<file path="src/rtl/fpba_pkg.sv">
// Shared types and codes for the fit-policy block allocator.
`timescale 1ns / 1ps

package fpba_pkg;

    typedef enum logic [1:0] {
        POL_FIRST = 2'd0,
        POL_BEST  = 2'd1,
        POL_WORST = 2'd2,
        POL_NEXT  = 2'd3
    } policy_t;

    localparam logic OP_LOAD  = 1'b0;
    localparam logic OP_ALLOC = 1'b1;

    localparam logic CFG_FIT_POLICY    = 1'b0;
    localparam logic CFG_BLOCKS_IN_USE = 1'b1;

    localparam int CFG_DATA_W = 5;

    typedef struct packed {
        logic    clr;
        logic    vld;
        policy_t policy;
    } sel_ctrl_t;

endpackage

</file>
<file path="src/rtl/fpba_ram.sv">
// Generic single-port-write, single-port-read RAM with registered read data.
`timescale 1ns / 1ps

module fpba_ram #(
    parameter int WIDTH = 16,
    parameter int DEPTH = 16,
    parameter int AW    = (DEPTH > 1) ? $clog2(DEPTH) : 1
) (
    input  logic             clk,
    input  logic             we,
    input  logic [AW-1:0]    waddr,
    input  logic [WIDTH-1:0] wdata,
    input  logic [AW-1:0]    raddr,
    output logic [WIDTH-1:0] rdata
);

    logic [WIDTH-1:0] mem_reg [DEPTH];
    logic [WIDTH-1:0] rdata_reg;

    always_ff @(posedge clk)
    begin
        if (we)
        begin
            mem_reg[waddr] <= wdata;
        end
        rdata_reg <= mem_reg[raddr];
    end

    assign rdata = rdata_reg;

endmodule

</file>
<file path="src/rtl/fpba_sel.sv">
// Candidate selector that keeps the chosen block while capacities stream past.
`timescale 1ns / 1ps

module fpba_sel #(
    parameter int IDX_W  = 4,
    parameter int SIZE_W = 16
) (
    input  logic                clk,
    input  logic                rst_n,
    input  fpba_pkg::sel_ctrl_t ctrl,
    input  logic [IDX_W-1:0]    cand_idx,
    input  logic [SIZE_W-1:0]   cand_cap,
    input  logic [SIZE_W-1:0]   req,
    output logic                found,
    output logic [IDX_W-1:0]    pick,
    output logic [SIZE_W-1:0]   best
);
    import fpba_pkg::*;

    logic              found_reg, found_next;
    logic [IDX_W-1:0]  pick_reg, pick_next;
    logic [SIZE_W-1:0] best_reg, best_next;
    logic              fits;
    logic              take;

    always_comb
    begin
        fits = (cand_cap >= req);
        take = 1'b0;
        if (ctrl.vld && fits)
        begin
            if (!found_reg)
            begin
                take = 1'b1;
            end
            else
            begin
                case (ctrl.policy)
                    POL_BEST:  take = (cand_cap < best_reg);
                    POL_WORST: take = (cand_cap > best_reg);
                    default:   take = 1'b0;
                endcase
            end
        end
        found_next = found_reg;
        pick_next  = pick_reg;
        best_next  = best_reg;
        if (ctrl.clr)
        begin
            found_next = 1'b0;
            pick_next  = '0;
            best_next  = '0;
        end
        else if (take)
        begin
            found_next = 1'b1;
            pick_next  = cand_idx;
            best_next  = cand_cap;
        end
    end

    always_ff @(posedge clk or negedge rst_n)
    begin
        if (!rst_n)
        begin
            found_reg <= 1'b0;
        end
        else
        begin
            found_reg <= found_next;
        end
    end

    always_ff @(posedge clk)
    begin
        pick_reg <= pick_next;
        best_reg <= best_next;
    end

    assign found = found_reg;
    assign pick  = pick_reg;
    assign best  = best_reg;

endmodule

</file>
<file path="src/rtl/fit_policy_block_allocator.sv">
// Top level of the fit-policy block allocator: control, configuration and result register.
//
// The input channel (in_valid/in_ready) takes one beat per item. A load beat
// writes one block capacity into the capacity RAM in the cycle it is accepted,
// clears the next-fit pointer and gives no result; the next beat can follow in
// the next cycle. An allocate beat starts a scan that reads one capacity per
// cycle from the RAM over the blocks in use, then writes back the reduced
// capacity of the chosen block, if one fits. A write-back state and a done
// state follow the scan; the done state loads the result into the output
// register, which offers it on the output channel (out_valid/out_ready).
// The next beat can be accepted in the first cycle the result is offered;
// the block takes no new item while an allocate is in progress.
// The result sits in an output register, so a new item is accepted while a
// result waits. When the receiver stalls and a second result is ready, the
// block holds it and takes no input until the output register frees up.
// Configuration writes (cfg_we/cfg_addr/cfg_wdata) take effect at once; the user must make
// them only while the block is idle, which the block does not enforce. Reset clears all
// capacities to zero, the pointer to zero, selects first fit and sixteen blocks in use.
`timescale 1ns / 1ps

module fit_policy_block_allocator #(
    parameter int NUM_BLOCKS = 16,
    parameter int SIZE_WIDTH = 16
) (
    input  logic        clk,
    input  logic        rst_n,
    input  logic        cfg_we,
    input  logic        cfg_addr,
    input  logic [4:0]  cfg_wdata,
    input  logic        in_valid,
    output logic        in_ready,
    input  logic        operation,
    input  logic [3:0]  block_index,
    input  logic [15:0] amount,
    output logic        out_valid,
    input  logic        out_ready,
    output logic        granted,
    output logic [3:0]  chosen_block,
    output logic [15:0] capacity_left
);
    import fpba_pkg::*;

    localparam int IDX_W = (NUM_BLOCKS > 1) ? $clog2(NUM_BLOCKS) : 1;
    localparam int CNT_W = $clog2(NUM_BLOCKS + 1);

    typedef enum logic [3:0] {
        S_IDLE  = 4'b0001,
        S_SCAN  = 4'b0010,
        S_WRITE = 4'b0100,
        S_DONE  = 4'b1000
    } state_t;

    state_t            state_reg, state_next;
    policy_t           policy_reg;
    logic [4:0]        biu_reg;
    logic [IDX_W-1:0]  ptr_reg, ptr_next;
    logic [IDX_W-1:0]  k_reg, k_next;
    logic [CNT_W-1:0]  left_reg, left_next;
    logic [CNT_W-1:0]  n_reg, n_next;
    logic [SIZE_WIDTH-1:0] amt_reg, amt_next;
    logic              rd_pend_reg, rd_pend_next;
    logic [IDX_W-1:0]  rd_idx_reg;
    logic              rvalid_reg;
    logic [NUM_BLOCKS-1:0] valid_reg;

    logic              res_gnt_reg, res_gnt_next;
    logic [IDX_W-1:0]  res_idx_reg, res_idx_next;
    logic [SIZE_WIDTH-1:0] res_cap_reg, res_cap_next;

    logic              out_valid_reg, out_valid_next;
    logic              out_gnt_reg;
    logic [3:0]        out_blk_reg;
    logic [15:0]       out_cap_reg;
    logic              out_load;

    logic [CNT_W-1:0]  n_act;
    logic [IDX_W-1:0]  k_start;
    logic [IDX_W:0]    k_inc;
    logic              accept;
    logic              issue;

    logic              ram_we;
    logic [IDX_W-1:0]  ram_waddr;
    logic [SIZE_WIDTH-1:0] ram_wdata;
    logic [SIZE_WIDTH-1:0] ram_rdata;
    logic [SIZE_WIDTH-1:0] cand_cap;

    sel_ctrl_t         sel_ctrl;
    logic              sel_found;
    logic [IDX_W-1:0]  sel_pick;
    logic [SIZE_WIDTH-1:0] sel_best;

    fpba_ram #(
        .WIDTH (SIZE_WIDTH),
        .DEPTH (NUM_BLOCKS),
        .AW    (IDX_W)
    ) u_ram (
        .clk   (clk),
        .we    (ram_we),
        .waddr (ram_waddr),
        .wdata (ram_wdata),
        .raddr (k_reg),
        .rdata (ram_rdata)
    );

    assign cand_cap = rvalid_reg ? ram_rdata : '0;

    fpba_sel #(
        .IDX_W  (IDX_W),
        .SIZE_W (SIZE_WIDTH)
    ) u_sel (
        .clk      (clk),
        .rst_n    (rst_n),
        .ctrl     (sel_ctrl),
        .cand_idx (rd_idx_reg),
        .cand_cap (cand_cap),
        .req      (amt_reg),
        .found    (sel_found),
        .pick     (sel_pick),
        .best     (sel_best)
    );

    always_ff @(posedge clk or negedge rst_n)
    begin
        if (!rst_n)
        begin
            policy_reg <= POL_FIRST;
            biu_reg    <= 5'd16;
        end
        else if (cfg_we)
        begin
            if (cfg_addr == CFG_FIT_POLICY)
            begin
                policy_reg <= policy_t'(cfg_wdata[1:0]);
            end
            else if (cfg_addr == CFG_BLOCKS_IN_USE)
            begin
                biu_reg <= cfg_wdata;
            end
        end
    end

    always_comb
    begin
        if (biu_reg == 5'd0)
        begin
            n_act = CNT_W'(1);
        end
        else if (32'(biu_reg) > NUM_BLOCKS)
        begin
            n_act = CNT_W'(NUM_BLOCKS);
        end
        else
        begin
            n_act = CNT_W'(biu_reg);
        end
        k_start = ((policy_reg == POL_NEXT) && (32'(ptr_reg) < 32'(n_act))) ? ptr_reg : '0;
        k_inc   = {1'b0, k_reg} + 1'b1;
    end

    assign in_ready = (state_reg == S_IDLE);
    assign accept   = in_valid && in_ready;
    assign issue    = (state_reg == S_SCAN) && (left_reg != '0);
    assign out_load = !out_valid_reg || out_ready;

    always_comb
    begin
        state_next     = state_reg;
        ptr_next       = ptr_reg;
        k_next         = k_reg;
        left_next      = left_reg;
        n_next         = n_reg;
        amt_next       = amt_reg;
        rd_pend_next   = issue;
        res_gnt_next   = res_gnt_reg;
        res_idx_next   = res_idx_reg;
        res_cap_next   = res_cap_reg;
        out_valid_next = out_valid_reg && !out_ready;
        ram_we         = 1'b0;
        ram_waddr      = IDX_W'(block_index);
        ram_wdata      = SIZE_WIDTH'(amount);
        sel_ctrl.clr    = 1'b0;
        sel_ctrl.vld    = rd_pend_reg;
        sel_ctrl.policy = policy_reg;

        case (state_reg)
            S_IDLE:
            begin
                if (accept)
                begin
                    if (operation == OP_LOAD)
                    begin
                        ram_we   = (32'(block_index) < NUM_BLOCKS);
                        ptr_next = '0;
                    end
                    else
                    begin
                        amt_next     = SIZE_WIDTH'(amount);
                        n_next       = n_act;
                        left_next    = n_act;
                        k_next       = k_start;
                        sel_ctrl.clr = 1'b1;
                        state_next   = S_SCAN;
                    end
                end
            end
            S_SCAN:
            begin
                if (issue)
                begin
                    left_next = left_reg - 1'b1;
                    if (32'(k_inc) >= 32'(n_reg))
                    begin
                        k_next = '0;
                    end
                    else
                    begin
                        k_next = k_inc[IDX_W-1:0];
                    end
                end
                else
                begin
                    state_next = S_WRITE;
                end
            end
            S_WRITE:
            begin
                ram_waddr    = sel_pick;
                ram_wdata    = sel_best - amt_reg;
                ram_we       = sel_found;
                res_gnt_next = sel_found;
                res_idx_next = sel_found ? sel_pick : '0;
                res_cap_next = sel_found ? (sel_best - amt_reg) : '0;
                if (sel_found && (policy_reg == POL_NEXT))
                begin
                    ptr_next = sel_pick;
                end
                state_next = S_DONE;
            end
            S_DONE:
            begin
                if (out_load)
                begin
                    out_valid_next = 1'b1;
                    state_next     = S_IDLE;
                end
            end
            default:
            begin
                state_next = S_IDLE;
            end
        endcase
    end

    always_ff @(posedge clk or negedge rst_n)
    begin
        if (!rst_n)
        begin
            state_reg     <= S_IDLE;
            ptr_reg       <= '0;
            left_reg      <= '0;
            rd_pend_reg   <= 1'b0;
            out_valid_reg <= 1'b0;
            valid_reg     <= '0;
        end
        else
        begin
            state_reg     <= state_next;
            ptr_reg       <= ptr_next;
            left_reg      <= left_next;
            rd_pend_reg   <= rd_pend_next;
            out_valid_reg <= out_valid_next;
            if (ram_we)
            begin
                valid_reg[ram_waddr] <= 1'b1;
            end
        end
    end

    always_ff @(posedge clk)
    begin
        k_reg       <= k_next;
        n_reg       <= n_next;
        amt_reg     <= amt_next;
        rd_idx_reg  <= k_reg;
        rvalid_reg  <= valid_reg[k_reg];
        res_gnt_reg <= res_gnt_next;
        res_idx_reg <= res_idx_next;
        res_cap_reg <= res_cap_next;
        if ((state_reg == S_DONE) && out_load)
        begin
            out_gnt_reg <= res_gnt_reg;
            out_blk_reg <= 4'(res_idx_reg);
            out_cap_reg <= 16'(res_cap_reg);
        end
    end

    assign out_valid     = out_valid_reg;
    assign granted       = out_gnt_reg;
    assign chosen_block  = out_blk_reg;
    assign capacity_left = out_cap_reg;

    a_ram_write_state: assert property (@(posedge clk) disable iff (!rst_n)
        ram_we |-> ((state_reg == S_IDLE) || (state_reg == S_WRITE)))
        else $error("Capacity RAM written outside a load or write-back.");

    a_scan_in_range: assert property (@(posedge clk) disable iff (!rst_n)
        issue |-> (32'(k_reg) < 32'(n_reg)))
        else $error("Scan address beyond the blocks in use.");

    a_read_in_scan: assert property (@(posedge clk) disable iff (!rst_n)
        rd_pend_reg |-> (state_reg == S_SCAN))
        else $error("Read data returned outside the scan.");

    a_no_grant_zero: assert property (@(posedge clk) disable iff (!rst_n)
        (out_valid && !granted) |-> ((chosen_block == 4'd0) && (capacity_left == 16'd0)))
        else $error("Refused request carries a block or capacity.");

endmodule

</file>
<file path="config.mk">
export PLATFORM = sky130hd
export DESIGN_NAME = fit_policy_block_allocator
export DESIGN_NICKNAME = d
export VERILOG_FILES = /design/src/rtl/fpba_pkg.sv /design/src/rtl/fpba_ram.sv /design/src/rtl/fpba_sel.sv /design/src/rtl/fit_policy_block_allocator.sv
export SDC_FILE = /design/constraint.sdc
export NUM_CORES = 1
export LEC_CHECK = 0
export CAP_MARGIN = 15
export CELL_PAD_IN_SITES_DETAIL_PLACEMENT = 2
export CELL_PAD_IN_SITES_GLOBAL_PLACEMENT = 2
export CORE_UTILIZATION = 52
export CTS_CLUSTER_SIZE = 24
export DETAILED_ROUTE_END_ITERATION = 16
export DONT_BUFFER_PORTS = 1
export HOLD_SLACK_MARGIN = 0.05
export PLACE_DENSITY_LB_ADDON = 0.1
export SLEW_MARGIN = 20
export SYNTH_ARGS = -nofsm -noshare
export SYNTH_HDL_FRONTEND = slang
export SYNTH_SLANG_ARGS = --single-unit
</file>
<file path="constraint.sdc">
create_clock -name clk -period 5.3 [get_ports clk]
set_input_delay 0.265 -clock clk [delete_from_list [all_inputs] [get_ports clk]]
set_output_delay 0.265 -clock clk [all_outputs]
set_load 0.02 [all_outputs]
</file>
==> flow_summary_export.csv, run 1 <==
group,metric,value,unit
status,status,"complete, no violations",
clock_network,numCtsBuffers,42,
sta,slew_headroom,26.47,%
worst_hold_path,holdCritPathClass,"primary input to flop",
sta,finalCritPeriodShare,69.83,%
sta,min_period,3.701,ns
job,drv_cap,0,
place,dp_cells,1421,
place,pre_cts_ws,1.729,ns
final_layout,final.fill_count,2585,
yosys,synth-edff-count,323,
place,portBuffers,0,
global_route,grt_pass1_wl,71290,µm
sta,worst_slew_pin_slew,1.098,ns
final_layout,seqCellArea,0.01150,mm²
setup_path,path_class,"flop to flop",
clock_network,cts_buffer_depth,3,
yosys,yosysTopAreaCellShare,57.71,%
clock_network,cts_tree,"yes",
final_layout,nets,1185,
place,dp_hpwl,29470,µm
floorplanning,rows,65,
global_route,grt_usage,29.90,%
final_layout,diodes,0,
yosys,syn-num-nets,1109,
routing,dr_total_vias,9568,
floorplanning,core,0.03172,mm²
clock_network,cts_resized,0,
yosys,synth_cell_type_count,65,
yosys,yosys.area.top_type,"edfxtp_1",
floorplanning,start_util,52.99,%
floorplanning,ioPinCount,55,
global_route,grt.overflow.total,0,
sta,rsz0062_at_grt,"false",
final_layout,multi_input_area,0.004950,mm²
routing,drtIter0Drc,611,
yosys,synthArstFlopShare,9.677,%
clock_network,clkLatencyLatePin,0.57,ns
global_route,grt_pass1_vias,10620,
clock_network,cts_sinks,403,
yosys,ys.warnings.count,0,
final_layout,syn_to_final_growth,14.00,%
routing,wl,47260,µm
yosys,ys_ff_latch,403,
floorplanning,dieWidth,181.8,µm
power,leakagePower,6.822,nW
clock_network,clkTransAtPathRegs,0.07,ns
clock_network,cts-root-buf,"clkbuf_16",
setup_path,start_kind,"flop",
global_route,antenna_found_initial,1,
floorplanning,die_height,181.8,µm
setup_path,cp.arrival,3.94,ns
power,power_density,401.8,mW/mm²
yosys,syn_inst,1018,
power,ir_worst_vdd,279.4,µV
sta,finalSetupTns,0,ns
setup_path,crit_path_end_kind,"flop",
routing,avgRoutedWirePerCell,30.89,µm
final_layout,finalCoreUtilization,60.41,%
routing,ant_nets,0,
yosys,yosysMostFrequentCell,"edfxtp_1",
sta,hold_viol_final,0,
final_layout,layoutNonFillerInstCount,1530,
routing,dr.pass1.iters,5,
place,gp_congestion,0.7989,
routing,drc_errors,0,
routing,viasPerCell,6.254,
setup_path,required,5.54,ns
sta,slew_viol_final,0,
sta,finalSetupViolCount,0,
yosys,yosys-top-cells-count,"edfxtp_1, mux4_2, nor2_1, ha_1, inv_1",
yosys,netlist_top_cells_area,"edfxtp_1, mux4_2, dfrtp_1",
final_layout,layout-drive-gt1-share,18.26,%
sta,fmax,270.2,MHz
yosys,synthesis.area,0.01681,mm²
yosys,synth_area_per_cell,16.51,µm²
yosys,ys.flop_type,"edfxtp_1",
yosys,synth-seq-area-share,68.41,%
sta,fin_ws,1.599,ns
setup_path,critPathMaxFanout,16,
sta,finalClockSkew,0.01761,ns
global_route,grt_max_degree,71,
final_layout,largest_reg_flops,256,
clock_network,htree_levels,2,
floorplanning,dieArea,0.03304,mm²
==> through the flow <==
step | hold slack [ns] | total power (W) | instance area [µm²]
floorplan | -0.03059 | 0.004359 | 16810
global placement | -0.02986 | 0.004610 | 17440
detailed placement | -0.02960 | 0.004679 | 17440
CTS | 0.06728 | 0.007708 | 19140
global route | 0.1447 | 0.007942 | 19160
finish | 0.08249 | 0.007698 | 19160
==> report_power, final <==
group	internal [W]	switching, W	total (W)
logic	0.000434	0.000587	0.00102
registers	0.00356	0.000113	0.00368
clock network	0.00172	0.00128	0.00300
==> layout by cell type (no fill, tap or decap), types with 5 or more instances in the layout <==
cell,Yosys,routed
clkinv_1,2,8
nand2_1,52,52
dfxtp_1,41,41
ha_1,58,58
dfrtp_1,37,37
o21a_1,7,7
clkbuf_1,28,8
mux2_2,5,5
and2_1,18,18
nand3_1,9,9
nor3_1,11,11
a21o_1,11,11
and3_1,8,7
a31oi_1,9,8
bufinv_16,0,5
xor2_1,6,6
nor2b_1,8,8
clkbuf_16,0,42
mux4_2,85,85
a21oi_1,26,26
inv_1,55,55
mux2i_1,21,21
edfxtp_1,323,323
xnor2_1,9,9
nand2b_1,8,8
clkinv_2,0,13
buf_4,0,37
o21ai_0,31,31
o21bai_1,16,16
dlygate4sd3_1,0,30
nor2_1,68,67
o21ai_1,5,5
==> final cells by class <==
type / count / area share (%)
Multi-Input combinational cell: 521 / 25.83
Clock inverter: 28 / 1.587
Sequential cell: 403 / 60.01
Inverter: 57 / 1.117
Clock buffer: 50 / 5.642
Timing Repair Buffer: 69 / 3.180
Tap cell: 402 / 2.625
==> per-layer routing <==
metal	GRT usage, %	wire (µm)	vias to the layer above
li1	-	-	4078
met1	40.37	20060	5190
met2	51.98	24700	246
met3	3.610	1712	54
met4	7.220	778	0
met5	0	0	-
==> critical path, stage by stage, from the launching register on <==
cell     delay (ns)
dfstp_2        0.57
nor4b_2        0.81
nand2_1        0.19
nor2_1         0.34
o21ai_0        0.21
o21ai_1        0.40
nand2_1        0.32
nor2_1         0.22
buf_4          0.30
==> cell families (layout without fill, tap and decap cells) <==
group / count (synthesis) / in the layout / synth area share (%)
buffers and inverters: 94 / 204 / 2.233
DFF: 403 / 403 / 68.41
muxes: 111 / 111 / 12.98
and+or+nand+nor: 197 / 197 / 5.673
AOI/OAI and AO/OA: 138 / 138 / 5.420
xor gates and xnor gates: 15 / 15 / 0.7817
adders and majority gates: 60 / 60 / 4.504
==> final timing paths <==
path                                start                    end  slack, ns  depth (start not counted)
max                          state_reg[0]  u_ram.mem_reg[15][12]       1.60                          8
min                              in_valid             ptr_reg[2]       0.08                          3
max reg2reg                  state_reg[0]  u_ram.mem_reg[15][12]       1.60                          8
min reg2reg                res_cap_reg[5]       capacity_left[5]       0.42                          0
max in group asynchronous           rst_n           state_reg[0]       4.88                          2
min in group asynchronous           rst_n            left_reg[1]       0.16                          2
==> timing repair <==
action                    4_1_cts  5_1_grt
setup buffers                   0        0
hold buffers                   31        0
hold endpoints to repair       67        0
Note: power is estimated with default switching activity, not from simulation.
==> inputs of run 2 (changes only) <==
--- a/config.mk
+++ b/config.mk
@@ -8,7 +8,7 @@
 export CAP_MARGIN = 15
 export CELL_PAD_IN_SITES_DETAIL_PLACEMENT = 2
 export CELL_PAD_IN_SITES_GLOBAL_PLACEMENT = 2
-export CORE_UTILIZATION = 52
+export CORE_UTILIZATION = 48
 export CTS_CLUSTER_SIZE = 24
 export DETAILED_ROUTE_END_ITERATION = 16
 export DONT_BUFFER_PORTS = 1
==> constraint.sdc (replaced) <==
create_clock -name clk -period 3.6 [get_ports clk]
set_input_delay 0.18 -clock clk [delete_from_list [all_inputs] [get_ports clk]]
set_output_delay 0.18 -clock clk [all_outputs]
set_load 0.02 [all_outputs]
==> flow_summary_export.csv, run 2 (same netlist as run 1, synthesis figures left out) <==
group,metric,value,unit
clock_network,cts_sinks,403,
sta,rsz0062_at_grt,"false",
final_layout,layout-drive-gt1-share,20.38,%
final_layout,syn_to_final_growth,15.78,%
power,power_density,589.5,mW/mm²
sta,slew_viol_final,0,
sta,finalClockSkew,0.02427,ns
setup_path,reg2reg_from,"state_reg[2]",
place,pre_cts_ws,0.4950,ns
routing,avgRoutedWirePerCell,29.95,µm
floorplanning,dieArea,0.03577,mm²
routing,ant_nets,0,
routing,dr.pass1.iters,5,
floorplanning,ioPinCount,55,
clock_network,numCtsBuffers,43,
routing,drc_errors,0,
global_route,grt.overflow.total,0,
worst_hold_path,hold_path_end,"n_reg[0]",
global_route,antenna_found_initial,3,
final_layout,final.fill_count,2967,
setup_path,reg2regPathDepth,8,
setup_path,cp.arrival,3.48,ns
routing,drtIter0Drc,660,
sta,finalCritPeriodShare,90.57,%
floorplanning,core,0.03446,mm²
routing,dr_total_vias,9504,
setup_path,reg2reg_to,"u_ram.mem_reg[1][9]",
place,gp_congestion,0.7932,
job,drv_cap,0,
floorplanning,start_util,48.78,%
global_route,grt_usage,27.83,%
final_layout,mostFrequentLayoutCell,"edfxtp_1",
global_route,grt_pass1_wl,71070,µm
sta,finalSetupViolCount,0,
status,status,"complete, no violations",
place,dp_hpwl,29830,µm
sta,fin_ws,0.3395,ns
floorplanning,die_height,189.1,µm
final_layout,largest_reg_flops,256,
setup_path,start_kind,"flop",
sta,worst_slew_pin_slew,1.044,ns
clock_network,postCtsSetupRepairBufs,0,
sta,min_period,3.261,ns
worst_hold_path,holdCritPathClass,"primary input to flop",
place,dp_cells,1486,
clock_network,cts_tree,"yes",
clock_network,cts-root-buf,"clkbuf_16",
setup_path,crit_path_end_kind,"flop",
setup_path,path_class,"flop to flop",
setup_path,reg2reg_slack,0.34,ns
worst_hold_path,worstHoldStart,"in_valid",
sta,slew_headroom,30.30,%
power,ir_worst_vdd,539.1,µV
routing,viasPerCell,5.940,
place,portBuffers,0,
clock_network,clkTransAtPathRegs,0.06,ns
clock_network,htree_levels,2,
sta,hold_viol_final,0,
final_layout,layoutNonFillerInstCount,1600,
sta,finalSetupTns,0,ns
clock_network,clkLatencyLatePin,0.57,ns
routing,wl,47920,µm
global_route,grt_pass1_vias,10740,
setup_path,critPathMaxFanout,16,
sta,fmax,306.7,MHz
floorplanning,rows,68,
global_route,grt_max_degree,71,
floorplanning,dieWidth,189.1,µm
final_layout,nets,1201,
power,p_total,0.01147,W
clock_network,cts_buffer_depth,3,
worst_hold_path,hold_path_depth,1,
power,leakagePower,6.907,nW
final_layout,final_cell_mix,"edfxtp_1, mux4_2, ha_1",
setup_path,required,3.82,ns
run 2: changes by cell type in the layout (fill, tap and decap cells not counted), sizes merged, moves of 2 or more:
cell         delta
buf            +12
clkbuf          +6
clkinv          -6
diode           +2
dlygate4sd3     +3
run 2: stage by stage:
step                hold WS (ns)  area (µm²)  util, %
CTS                      0.06262       19450    56.44
global route             0.08265       19450    56.46
finish                   0.08769       19460    56.47
global placement         -0.1148       17660    51.26
detailed placement       -0.1150       17660    51.26
floorplan                -0.1156       16810        -
run 2: cell type report:
| class | count | area, µm² | area share (%) |
|---|---|---|---|
| clock inverters | 22 | 299.0 | 1.537 |
| diodes | 2 | 5.005 | 0.02572 |
| multi-input cells | 521 | 4989 | 25.63 |
| clock buffers | 56 | 1135 | 5.832 |
| inverters | 57 | 214.0 | 1.099 |
| flip-flops and latches | 403 | 11500 | 59.09 |
| well taps | 455 | 569.3 | 2.925 |
| repair buffers | 84 | 750.7 | 3.858 |
run 2: power breakdown:
| group | total, W | internal [W] | switching, W |
|---|---|---|---|
| clock | 0.00457 | 0.00267 | 0.00189 |
| combinational | 0.00152 | 0.000656 | 0.000863 |
| sequential | 0.00539 | 0.00525 | 0.000138 |
| total | 0.0115 | 0.00858 | 0.00289 |
run 2: repair_timing:
action | CTS | global route
endpoints found under the hold margin | 78 | 0
gates resized for setup | 0 | 0
hold buffers | 34 | 0
run 2: routing by layer:
layer	global-route usage, %	part of all wire (%)
met5	0	0
met4	10.20	3.3
met3	4.189	4.3
met2	48.93	52
met1	34.93	40
run 2: worst max-delay path, cell delays in order (launching register included):
cell and delay [ns]:
dfrtp_1 0.43, nor2b_1 0.19, nand2_1 0.34, clkinv_1 0.30
o21ai_0 0.22, o32ai_1 0.40, nand2_1 0.41, nor2_2 0.23
buf_4 0.38
run 2: worst max-delay path by stage:
stage | startpoint | endpoint | cells after the start
global placement | rvalid_reg | u_sel.best[9] | 10
detailed placement | state_reg[0] | u_ram.mem_reg[6][11] | 8
CTS | rvalid_reg | u_sel.best[8] | 10
global route | state_reg[2] | u_ram.mem_reg[1][5] | 8
finish | state_reg[2] | u_ram.mem_reg[1][9] | 8
floorplan | state_reg[0] | u_ram.mem_reg[6][0] | 7
